==> src/hw/rtl/u8sd_pkg.sv <==
// Shared types and constants for the UTF-8 stream decoder.
// No dependencies; imported by every module of the decoder.
package u8sd_pkg;

   localparam int unsigned QUEUE_DEPTH = 2;
   localparam int unsigned QUEUE_PTR_W = $clog2(QUEUE_DEPTH);
   localparam int unsigned QUEUE_CNT_W = $clog2(QUEUE_DEPTH + 1);

   localparam int unsigned CP_W   = 21;
   localparam int unsigned WORD_W = 32;

   localparam logic [WORD_W-1:0] MARKER_RESET = 32'h0000_FFFD;

   // Sequence length codes: number of following bytes
   localparam logic [1:0] SEQ_ONE   = 2'd0;
   localparam logic [1:0] SEQ_TWO   = 2'd1;
   localparam logic [1:0] SEQ_THREE = 2'd2;
   localparam logic [1:0] SEQ_FOUR  = 2'd3;

   localparam logic [CP_W-1:0] MIN_TWO   = 21'h00080;
   localparam logic [CP_W-1:0] MIN_THREE = 21'h00800;
   localparam logic [CP_W-1:0] MIN_FOUR  = 21'h10000;
   localparam logic [CP_W-1:0] MAX_CP    = 21'h10FFFF;

   // One gathered code point, handed from the front to the back
   typedef struct packed {
      logic            err;      // malformed lead or truncated string
      logic [1:0]      seq_len;  // length code, checked for overlong/range
      logic [CP_W-1:0] value;
      logic            is_last;
   } item_type;

endpackage

==> src/hw/rtl/u8sd_front.sv <==
// Front of the UTF-8 stream decoder: classifies lead bytes and gathers
// following bytes into a code point. Depends on u8sd_pkg.
module u8sd_front
   import u8sd_pkg::*;
(
   input  logic       clock,
   input  logic       reset,
   input  logic       req_valid,
   output logic       req_ready,
   input  logic [7:0] req_data_byte,
   input  logic       req_last_byte,
   input  logic       q_full,
   output logic       push,
   output item_type   push_item
);

   logic [1:0]      bytes_left_ff, bytes_left_in;
   logic [1:0]      seq_length_ff, seq_length_in;
   logic [CP_W-1:0] partial_ff, partial_in;

   logic            accept;
   logic [CP_W-1:0] shifted;
   logic [1:0]      left_dec;

   assign req_ready = !q_full;
   assign accept    = req_valid && req_ready;
   assign shifted   = {partial_ff[CP_W-7:0], req_data_byte[5:0]};
   assign left_dec  = bytes_left_ff - 2'd1;

   always_comb begin
      bytes_left_in     = bytes_left_ff;
      seq_length_in     = seq_length_ff;
      partial_in        = partial_ff;
      push              = 1'b0;
      push_item.err     = 1'b0;
      push_item.seq_len = SEQ_ONE;
      push_item.value   = {{(CP_W-8){1'b0}}, req_data_byte};
      push_item.is_last = req_last_byte;
      if (accept) begin
         if (bytes_left_ff == 2'd0) begin
            if (!req_data_byte[7]) begin
               push = 1'b1;
            end else if (req_data_byte[7:5] == 3'b110 && !req_last_byte) begin
               seq_length_in = SEQ_TWO;
               bytes_left_in = SEQ_TWO;
               partial_in    = {{(CP_W-5){1'b0}}, req_data_byte[4:0]};
            end else if (req_data_byte[7:4] == 4'b1110 && !req_last_byte) begin
               seq_length_in = SEQ_THREE;
               bytes_left_in = SEQ_THREE;
               partial_in    = {{(CP_W-4){1'b0}}, req_data_byte[3:0]};
            end else if (req_data_byte[7:3] == 5'b11110 && !req_last_byte) begin
               seq_length_in = SEQ_FOUR;
               bytes_left_in = SEQ_FOUR;
               partial_in    = {{(CP_W-3){1'b0}}, req_data_byte[2:0]};
            end else begin
               // bad lead, or a valid lead that is also the string's last byte
               push          = 1'b1;
               push_item.err = 1'b1;
            end
         end else if (left_dec == 2'd0) begin
            push              = 1'b1;
            push_item.seq_len = seq_length_ff;
            push_item.value   = shifted;
            bytes_left_in     = 2'd0;
            seq_length_in     = SEQ_ONE;
            partial_in        = '0;
         end else if (req_last_byte) begin
            push          = 1'b1;
            push_item.err = 1'b1;
            bytes_left_in = 2'd0;
            seq_length_in = SEQ_ONE;
            partial_in    = '0;
         end else begin
            bytes_left_in = left_dec;
            partial_in    = shifted;
         end
      end
   end

   always_ff @(posedge clock) begin
      if (reset) begin
         bytes_left_ff <= 2'd0;
         seq_length_ff <= SEQ_ONE;
         partial_ff    <= '0;
      end else begin
         bytes_left_ff <= bytes_left_in;
         seq_length_ff <= seq_length_in;
         partial_ff    <= partial_in;
      end
   end

endmodule

==> src/hw/rtl/u8sd_queue.sv <==
// Short queue between the decoder front and back.
// Depends on u8sd_pkg for the item type and depth.
module u8sd_queue
   import u8sd_pkg::*;
(
   input  logic     clock,
   input  logic     reset,
   input  logic     push,
   input  item_type push_item,
   output logic     full,
   input  logic     pop,
   output logic     q_valid,
   output item_type q_item
);

   item_type                 slots_ff [QUEUE_DEPTH];
   logic [QUEUE_PTR_W-1:0]   wr_ptr_ff, wr_ptr_in;
   logic [QUEUE_PTR_W-1:0]   rd_ptr_ff, rd_ptr_in;
   logic [QUEUE_CNT_W-1:0]   count_ff, count_in;

   assign full    = (count_ff == QUEUE_CNT_W'(QUEUE_DEPTH));
   assign q_valid = (count_ff != '0);
   assign q_item  = slots_ff[rd_ptr_ff];

   function automatic logic [QUEUE_PTR_W-1:0] ptr_inc(input logic [QUEUE_PTR_W-1:0] p);
      logic [QUEUE_PTR_W-1:0] r;
      if (p == QUEUE_PTR_W'(QUEUE_DEPTH - 1)) begin
         r = '0;
      end else begin
         r = p + 1'b1;
      end
      return r;
   endfunction

   always_comb begin
      wr_ptr_in = push ? ptr_inc(wr_ptr_ff) : wr_ptr_ff;
      rd_ptr_in = pop ? ptr_inc(rd_ptr_ff) : rd_ptr_ff;
      count_in  = count_ff;
      if (push && !pop) begin
         count_in = count_ff + QUEUE_CNT_W'(1);
      end else if (pop && !push) begin
         count_in = count_ff - QUEUE_CNT_W'(1);
      end
   end

   always_ff @(posedge clock) begin
      if (reset) begin
         wr_ptr_ff <= '0;
         rd_ptr_ff <= '0;
         count_ff  <= '0;
      end else begin
         wr_ptr_ff <= wr_ptr_in;
         rd_ptr_ff <= rd_ptr_in;
         count_ff  <= count_in;
      end
   end

   always_ff @(posedge clock) begin
      if (push) begin
         slots_ff[wr_ptr_ff] <= push_item;
      end
   end

endmodule

==> src/hw/rtl/u8sd_back.sv <==
// Back of the UTF-8 stream decoder: range checks, marker substitution,
// the marker register and the result register. Depends on u8sd_pkg.
module u8sd_back
   import u8sd_pkg::*;
(
   input  logic              clock,
   input  logic              reset,
   input  logic              csr_valid,
   output logic              csr_ready,
   input  logic [WORD_W-1:0] csr_wdata,
   input  logic              q_valid,
   input  item_type          q_item,
   output logic              pop,
   output logic              rsp_valid,
   input  logic              rsp_ready,
   output logic [WORD_W-1:0] rsp_code_point,
   output logic              rsp_invalid,
   output logic              rsp_string_end
);

   logic [WORD_W-1:0] marker_ff;
   logic              rsp_valid_ff, rsp_valid_in;
   logic [WORD_W-1:0] code_point_ff, code_point_in;
   logic              invalid_ff, invalid_in;
   logic              string_end_ff, string_end_in;
   logic              bad;

   assign csr_ready = 1'b1;
   assign pop       = q_valid && (!rsp_valid_ff || rsp_ready);

   // overlong or out-of-range check on a completed sequence, combined with the front's error flag
   always_comb begin
      case (q_item.seq_len)
         SEQ_ONE:   bad = 1'b0;
         SEQ_TWO:   bad = (q_item.value < MIN_TWO);
         SEQ_THREE: bad = (q_item.value < MIN_THREE);
         SEQ_FOUR:  bad = (q_item.value < MIN_FOUR) || (q_item.value > MAX_CP);
         default:   bad = 1'b1;
      endcase
      bad = bad || q_item.err;
   end

   always_comb begin
      rsp_valid_in  = rsp_valid_ff;
      code_point_in = code_point_ff;
      invalid_in    = invalid_ff;
      string_end_in = string_end_ff;
      if (pop) begin
         rsp_valid_in  = 1'b1;
         code_point_in = bad ? marker_ff : {{(WORD_W-CP_W){1'b0}}, q_item.value};
         invalid_in    = bad;
         string_end_in = q_item.is_last;
      end else if (rsp_ready) begin
         rsp_valid_in = 1'b0;
      end
   end

   always_ff @(posedge clock) begin
      if (reset) begin
         marker_ff    <= MARKER_RESET;
         rsp_valid_ff <= 1'b0;
      end else begin
         if (csr_valid && csr_ready) begin
            marker_ff <= csr_wdata;
         end
         rsp_valid_ff <= rsp_valid_in;
      end
   end

   always_ff @(posedge clock) begin
      code_point_ff <= code_point_in;
      invalid_ff    <= invalid_in;
      string_end_ff <= string_end_in;
   end

   assign rsp_valid      = rsp_valid_ff;
   assign rsp_code_point = code_point_ff;
   assign rsp_invalid    = invalid_ff;
   assign rsp_string_end = string_end_ff;

endmodule

==> src/hw/rtl/utf8_stream_decoder_top.sv <==
// UTF-8 stream decoder, top level. Depends on u8sd_pkg, u8sd_front,
// u8sd_queue and u8sd_back.
// Throughput: one byte per cycle; input stalls only while both queue slots hold items.
// A code point's queue item is written at the edge that accepts its completing byte;
// the back pops it into the result register once that register is empty or being taken.
// Reset (synchronous, active high) empties the queue, drops any pending
// sequence and loads the invalid marker with 0xFFFD.
module utf8_stream_decoder_top
   import u8sd_pkg::*;
(
   input  logic              clock,
   input  logic              reset,
   input  logic              csr_valid,
   output logic              csr_ready,
   input  logic [WORD_W-1:0] csr_wdata,
   input  logic              req_valid,
   output logic              req_ready,
   input  logic [7:0]        req_data_byte,
   input  logic              req_last_byte,
   output logic              rsp_valid,
   input  logic              rsp_ready,
   output logic [WORD_W-1:0] rsp_code_point,
   output logic              rsp_invalid,
   output logic              rsp_string_end
);

   logic     push;
   item_type push_item;
   logic     q_full;
   logic     pop;
   logic     q_valid;
   item_type q_item;

   u8sd_front u_front (
      .clock         (clock),
      .reset         (reset),
      .req_valid     (req_valid),
      .req_ready     (req_ready),
      .req_data_byte (req_data_byte),
      .req_last_byte (req_last_byte),
      .q_full        (q_full),
      .push          (push),
      .push_item     (push_item)
   );

   u8sd_queue u_queue (
      .clock     (clock),
      .reset     (reset),
      .push      (push),
      .push_item (push_item),
      .full      (q_full),
      .pop       (pop),
      .q_valid   (q_valid),
      .q_item    (q_item)
   );

   u8sd_back u_back (
      .clock          (clock),
      .reset          (reset),
      .csr_valid      (csr_valid),
      .csr_ready      (csr_ready),
      .csr_wdata      (csr_wdata),
      .q_valid        (q_valid),
      .q_item         (q_item),
      .pop            (pop),
      .rsp_valid      (rsp_valid),
      .rsp_ready      (rsp_ready),
      .rsp_code_point (rsp_code_point),
      .rsp_invalid    (rsp_invalid),
      .rsp_string_end (rsp_string_end)
   );

endmodule

==> config.mk <==
export PLATFORM = sky130hd
export DESIGN_NAME = utf8_stream_decoder_top
export DESIGN_NICKNAME = d
export VERILOG_FILES = /design/src/hw/rtl/u8sd_pkg.sv /design/src/hw/rtl/u8sd_front.sv /design/src/hw/rtl/u8sd_queue.sv /design/src/hw/rtl/u8sd_back.sv /design/src/hw/rtl/utf8_stream_decoder_top.sv
export SDC_FILE = /design/constraint.sdc
export NUM_CORES = 1
export LEC_CHECK = 0
export ABC_AREA = 1
export BUFFER_PORTS_ARGS = -buffer_cell sky130_fd_sc_hd__buf_2
export CORE_MARGIN = 2
export CORE_UTILIZATION = 45
export DETAILED_ROUTE_END_ITERATION = 8
export PLACE_DENSITY = 0.65
export REMOVE_ABC_BUFFERS = 1
export SKIP_LAST_GASP = 1
export SLEW_MARGIN = 0
export SYNTH_ARGS = -nofsm -noshare
export SYNTH_HDL_FRONTEND = slang
export SYNTH_SLANG_ARGS = --single-unit
==> constraint.sdc <==
create_clock -name clock -period 4.35 [get_ports clock]
set_input_delay 0.6525 -clock clock [delete_from_list [all_inputs] [get_ports clock]]
set_output_delay 0.6525 -clock clock [all_outputs]
set_load 0.03 [all_outputs]
==> results.txt, run 1 <==
----------------------------------------------------
[Worst hold path]
  Endpoint with the worst hold slack ... u_queue.rd_ptr_ff
  Launch point of the worst hold path ... u_queue.rd_ptr_ff
  Min-Delay Path Class ... reg2reg
  Worst Hold Depth ... 1

[Setup path]
  Worst Setup End Kind ... register
  Kind of critical path ... reg2reg
  Cell chain of the critical path ... buf_4, inv_2, nand2_1, nand2_1, nor2_1, nand2_1, nand2_1, nand2_1, nand3_2, nand2_2, inv_2, nor2_1
  Data required time of the worst path ... approximately 4.5 ns
  Arrival time at the worst endpoint ... 2.95 ns
  Reg-to-reg slack, setup ... ~1.6 ns
  Reg-to-Reg End ... u_back.rsp_code_point[27]
  CP dominant cell by count ... nand2_1
  Worst Setup Start Kind ... register
  Worst Reg-to-Reg Cells ... 12
  Biggest cell delay along the critical path ... between 0.4 and 0.5 ns
  Cell type of the slowest stage on the worst timing path ... dfxtp_1
  Worst-path fanout max ... 23

[Layout]
  Antenna diode count ... 0
  Number of fill cells in the layout ... around 1100
  Post-layout utilization of the core ... between 50% and 60%
  Layout Area Growth over Synthesis ... 18.8%
  Final nets ... around 720
  Fraction of final layout cells sized beyond drive strength 1 ... 19.3%

[Synth]
  Sequential-to-total area share from yosys stat ... around two thirds
  Commonest cells in the synthesized netlist ... nand2_1 (163), edfxtp_1 (84), nor2_1 (58)
  Cell with the most instances after synthesis ... nand2_1
  Area of the mapped netlist ... ~5700 µm²
  Number of enable flip-flop cells after synthesis ... 84
  Primary flip-flop cell chosen by synthesis mapping ... edfxtp_1
  Synth Register Bits ... ~140
  Syn Area/Cell ... approximately 9.5 µm²
  Share of Yosys cell area claimed by the top area cell type ... 44.6%
  Post-synth ARST share ... 0%
  Yosys top cell by area ... edfxtp_1
  Number of synthesis warnings ... 0
  Count of cell types in the netlist ... 25
  Number of instances in the synthesized netlist ... 595
  Area contributors post-synth ... edfxtp_1 (45%), dfxtp_1 (20%), nand2_1 (11%)

[STA]
  Setup_tns ... 0 ns
  Final count of pins violating max slew ... 0
  Time the worst path needs with I/O delays and setup ... about 2.8 ns
  Fin crit share ... about 64%
  Worst Tran Pin Value ... ~1.1 ns
  Slew Limit Headroom ... between 20% and 30%
  Worst hold-check slack ... ~0.45 ns
  Number of hold violations in the final report ... 0
  Max Clk Rate ... 0.357 GHz
  Setup repair after global routing missed its margin ... no
  Setup violators final ... 0
  Final setup skew ... about 0.0055 ns

[Place]
  Port Buf Inserts ... 81
  Final HPWL DP ... around 8000 µm
  Final weighted congestion in routability-driven placement ... 0.846

[Floorplan]
  Width of the chip ... approximately 120 µm
  Top-level I/O count ... 83
  Y dimension of the die ... between 100 and 150 µm
  Core Box Area ... ~12000 µm²
  Die footprint ... between 10000 and 15000 µm²
  Starting utilization of the core area ... 46.5%
  Row Count ... 40

[Outcome]
  Status ... finished, final reports clean

[Power]
  Total power after layout ... around 4.5 mW
  Worst VDD drop ... 512 µV
  Leakage Power ... approximately 2.9 nW
  Power density of the placed cells ... roughly 680 nW/µm²

[CTS]
  Max Root-Sink Buffers ... 2
  Setup repair bufs after CTS ... 0
  Htree depth ... 4
  Cts bufs inserted ... 17
  Hold buffer count at CTS ... 0
  Clock tree from TritonCTS ... built
  Total of cells resized after clock tree synthesis ... 0
  Cell chosen for the clock root ... clkbuf_16
  Skew-Pair Late Insertion Delay ... around 0.4 ns
  Clock tree sinks ... between 100 and 150
  Clk slew on worst S/H paths ... ~0.05 ns

[GRT]
  Number of antenna violations at the first check in global routing ... 0
  Wire length of the first global-routing pass ... around 19000 µm
  Aggregate global-route resource usage ... between 10% and 20%
  Via count of the first global-routing pass ... between 3000 and 4000
  Pin count of the biggest net entering global routing ... 39
  Remaining global-route overflow ... 0

[Routing]
  1st-pass router iterations ... 4
  Iter 0 DRT Violations ... 328
  Routed WL per cell ... 13.4 µm
  Number of vias per cell after detailed routing ... between 4 and 5
  Antenna Nets Post-Route ... 0
  DRT Wirelength ... between 10000 and 15000 µm
  Vias ... approximately 4100
  DRC ... 0

[Job]
  Max-cap violations ... 0

----------------------------------------------------
## final cells by class
class,instances,area [µm²],share of cell area [%]
Sequential cell,141,3660,54.5
Multi-Input combinational cell,370,1650,24.5
Timing Repair Buffer,88,458,6.81
Clock buffer,21,440,6.55
Tap cell,168,210,3.13
Inverter,54,203,3.02
Clock inverter,10,98.8,1.47
## layer usage
metal  vias up  GRT usage [%]  wire, µm
met4         0           7.86       162
met1      1885           24.7      5520
met3        13           4.05       571
met2       105           27.8      5190
li1       2093              -         -
met5         -              0         0
## worst max-delay path: cells and delay by family, from the launching register on
kind / cells / cell delay [ns]
flops: 1 / 0.48
buf+inv: 3 / 0.82
simple gates: 9 / 1.22
## power by group
| group | switching, mW | total (mW) | internal, mW |
|---|---|---|---|
| Sequential | 0.0936 | 1.89 | 1.80 |
| Combinational | 0.973 | 1.32 | 0.351 |
| Clock | 0.496 | 1.32 | 0.828 |
| Total | 1.56 | 4.54 | 2.98 |
## cell usage in the layout, fill, tap and decap left out
cell type   synthesis  layout
xor2_1              1       1
clkbuf_16           0      17
ha_1                3       3
mux2i_1             1       1
o21ai_0            39      39
clkinv_2            0       4
a21oi_1            38      37
nand3b_1            1       1
nand2_2             3       3
nor2_1             58      56
clkbuf_1           16       4
o22ai_1             1       1
nor3_1              1       1
nand2_1           163     163
edfxtp_1           84      84
nor2_2             11      13
inv_2               2       2
clkinv_1            0       3
o21ai_1             1       1
clkinvlp_4          0       1
a21oi_4             0       1
dfxtp_1            57      57
inv_1              52      52
nand3_1            47      47
bufinv_16           0       2
nand3_2             1       1
conb_1              1       1
buf_2               6      81
buf_4               3       7
## state kept, by name (all words and copies together), names as in the netlist, named ones only
name,count
u_back.rsp_code_point,32
u_front.seq_length_ff,2
u_back.rsp_valid,1
u_queue.rd_ptr_ff,1
u_front.partial_ff,15
u_front.bytes_left_ff,2
u_queue.wr_ptr_ff,1
u_queue.slots_ff,50
u_back.rsp_invalid,1
u_back.marker_ff,32
u_queue.count_ff,2
u_back.rsp_string_end,1
## how the worst max path moves through the flow
stage / start / to / slack [ns]
final: register / u_back.rsp_code_point[27] / 1.55
after global routing: register / u_back.rsp_code_point[27] / 1.21
after CTS: register / u_back.rsp_code_point[27] / 1.55
after detailed placement: register / u_back.rsp_code_point[27] / 1.55
after global placement: register / u_back.rsp_code_point[27] / 1.69
after floorplan: rsp_ready / u_queue.count_ff[1] / 0.81
## kinds of logic after synthesis
family,after synthesis,synth area share (%)
compound gates,79,7.01
xor+xnor,1,0.155
fa+ha+maj,3,0.663
buf+inv,84,6.43
flops,141,64.7
mux,1,0.177
other cells,1,0.0663
simple gates,285,20.8
## per-stage QoR
stage / setup WS, ns / instances / instance area [µm²]
2_1_floorplan: 0.809 / 565 / 5500
3_3_place_gp: 1.69 / 821 / 6180
3_5_place_dp: 1.55 / 821 / 6180
4_1_cts: 1.55 / 852 / 6720
5_1_grt: 1.21 / 852 / 6720
6_report: 1.55 / 852 / 6720
(Power assumes the default switching activity.)
==> run 2, diff against run 1 <==
--- a/config.mk
+++ b/config.mk
@@ -10,7 +10,7 @@
 export CORE_MARGIN = 2
 export CORE_UTILIZATION = 45
 export DETAILED_ROUTE_END_ITERATION = 8
-export PLACE_DENSITY = 0.65
+export PLACE_DENSITY = 0.68
 export REMOVE_ABC_BUFFERS = 1
 export SKIP_LAST_GASP = 1
 export SLEW_MARGIN = 0
==> constraint.sdc (replaced) <==
create_clock -name clock -period 2.5 [get_ports clock]
set_input_delay 0.375 -clock clock [delete_from_list [all_inputs] [get_ports clock]]
set_output_delay 0.375 -clock clock [all_outputs]
set_load 0.03 [all_outputs]
==> run 2 against run 1 <==
  * Cell count up 0.59%
  * Via count is 2.3% higher
  * Sequential power is 73% higher
  * Hold slack lost 0.27 ns
  * Die area stayed put
  * Non-clock buffer count increased by 4
  * First-iteration DRC count fell by 8.8%
  * Clock-buffer cell count increased by 3
  * Register-to-register slack worse by 1.3 ns
  * Critical path type unchanged
  * Highest routed layer unchanged
==> results.txt, run 2 (same netlist as run 1, synthesis figures left out) <==
----------------------------------------------------
[STA]
  Setup repair after global routing missed its margin ... no
  Slew Limit Headroom ... between 60% and 70%
  Setup_tns ... 0 ns
  Final count of pins violating max slew ... 0
  Final setup skew ... 0.00907 ns
  Fin crit share ... between 90% and 100%
  Number of hold violations in the final report ... 0
  Fin worst setup slack ... approximately 0.2 ns
  Setup violators final ... 0
  Max Clk Rate ... ~0.44 GHz
  Time the worst path needs with I/O delays and setup ... 2.29 ns
  Worst Tran Pin Value ... 0.522 ns

[Layout]
  Register name with the most flops ... u_queue.slots_ff
  Antenna diode count ... 0
  Multi-input combinational cell area ... approximately 1600 µm²
  Number of fill cells in the layout ... roughly 1100
  Fraction of final layout cells sized beyond drive strength 1 ... about 20%
  Layout Area Growth over Synthesis ... 20.3%
  Final nets ... slightly above 700
  Sequential standard cell area ... between 3000 and 4000 µm²
  Max reg flops ... 50
  Most common cell after layout, fill and taps aside ... nand2_1
  Leading cell types in the layout, fill and taps excluded ... nand2_1 (163), edfxtp_1 (84), buf_2 (81)

[Setup path]
  Reg-to-Reg End ... u_queue.count_ff[1]
  Worst Reg-to-Reg Cells ... 10
  Data required time of the worst path ... about 2.8 ns
  Worst-path fanout max ... 7
  Kind of critical path ... reg2reg
  Arrival time at the worst endpoint ... approximately 2.6 ns
  Origin of the critical flop-to-flop path ... u_front.bytes_left_ff[0]
  Reg-to-reg slack, setup ... roughly 0.21 ns
  CP startpoint ... u_front.bytes_left_ff[0]
  Worst Setup End Kind ... register
  Worst Setup Start Kind ... register

[Place]
  Final HPWL DP ... around 7700 µm
  Port Buf Inserts ... just over 80
  Final weighted congestion in routability-driven placement ... approximately 0.93
  Post-placement worst setup slack ... 0.208 ns

[GRT]
  Number of antenna violations at the first check in global routing ... 0
  Via count of the first global-routing pass ... approximately 3900
  Aggregate global-route resource usage ... 17.8%
  Remaining global-route overflow ... 0
  Wire length of the first global-routing pass ... roughly 18000 µm
  Pin count of the biggest net entering global routing ... 39

[CTS]
  Clk slew on worst S/H paths ... roughly 0.060 ns
  Hold buffer count at CTS ... 0
  Clock tree from TritonCTS ... built
  Skew-Pair Late Insertion Delay ... about 0.41 ns
  Cell chosen for the clock root ... clkbuf_16
  Clock tree sinks ... around 140
  Max Root-Sink Buffers ... 2
  Total of cells resized after clock tree synthesis ... 0
  Setup repair bufs after CTS ... 0
  Htree depth ... 4
  Cts bufs inserted ... 17

[Routing]
  Iter 0 DRT Violations ... between 200 and 300
  Antenna Nets Post-Route ... 0
  Number of vias per cell after detailed routing ... ~4.9
  Routed WL per cell ... 13.3 µm
  DRT Wirelength ... 11400 µm
  1st-pass router iterations ... 4
  Vias ... 4189
  DRC ... 0

[Outcome]
  Status ... finished, final reports clean

[Power]
  Total power after layout ... 8.07 mW
  Leakage Power ... 2.93 nW
  Worst VDD drop ... roughly 700 µV
  Power density of the placed cells ... about 1200 nW/µm²

[Floorplan]
  Y dimension of the die ... ~120 µm
  Core Box Area ... around 12000 µm²
  Starting utilization of the core area ... a little under half
  Die footprint ... approximately 13000 µm²
  Width of the chip ... about 120 µm
  Top-level I/O count ... 83
  Row Count ... 40

[Worst hold path]
  Min-Delay Path Class ... in2reg
  Launch point of the worst hold path ... csr_wdata[13]
  Worst Hold Depth ... 3
  Endpoint with the worst hold slack ... u_back.marker_ff[13]

[Job]
  Max-cap violations ... 0

----------------------------------------------------
run 2: changes by cell type in the layout (fill, tap and decap cells not counted), sizes merged:
cell	before	now
clkinvlp	1	0
clkinv	7	6
buf	88	92
clkbuf	21	24
run 2: area by class of cell:
| type | instances | share of cell area (%) |
|---|---|---|
| clock buffers | 24 | 7.07 |
| clock inverters | 8 | 1.32 |
| inverters | 54 | 2.98 |
| multi-input cells | 370 | 24.2 |
| flip-flops and latches | 141 | 53.8 |
| well taps | 168 | 3.09 |
| repair buffers | 92 | 7.53 |
run 2: worst max-delay path by stage:
stage               slack (ns)  cells after the start             endpoint
floorplan                -0.87                      9  u_queue.count_ff[1]
global placement          0.35                     12  u_queue.count_ff[1]
detailed placement        0.21                     10  u_queue.count_ff[1]
CTS                       0.22                     10  u_queue.count_ff[1]
global route              0.03                     10  u_queue.count_ff[1]
finish                    0.21                     10  u_queue.count_ff[1]
run 2: layer usage:
layer / global-route usage (%) / share of wire [%] / wire length (µm)
met1: 23.6 / 47 / 5340
met4: 7.30 / 1.6 / 181
met2: 28.1 / 45 / 5130
met5: 0 / 0 / 0
met3: 4.83 / 6.2 / 708
run 2: worst max-delay path: stages, from the launching register on:
cell and delay [ns]:
dfxtp_1 0.33, inv_1 0.06, ha_1 0.27, inv_1 0.15
o21ai_0 0.40, inv_1 0.12, ha_1 0.35, a21oi_1 0.14
o21ai_0 0.13, o21ai_0 0.17, a21oi_1 0.06
run 2: through the flow:
stage / cell area [µm²] / instances / utilization [%] / hold slack (ns)
detailed placement: 6240 / 825 / 51.3 / 0.448
floorplan: 5500 / 565 / - / 0.426
global route: 6810 / 857 / 56.0 / 0.180
CTS: 6810 / 857 / 56.0 / 0.170
finish: 6810 / 857 / 56.0 / 0.182
global placement: 6240 / 825 / 51.3 / 0.434
run 2: report_power, final:
| group | internal (mW) | leakage (nW) | switching [mW] | total (mW) |
|---|---|---|---|---|
| logic | 0.639 | 1.35 | 1.76 | 2.40 |
| registers | 3.13 | 1.29 | 0.140 | 3.27 |
| clock network | 1.54 | 0.288 | 0.867 | 2.40 |
| total | 5.31 | 2.93 | 2.77 | 8.07 |
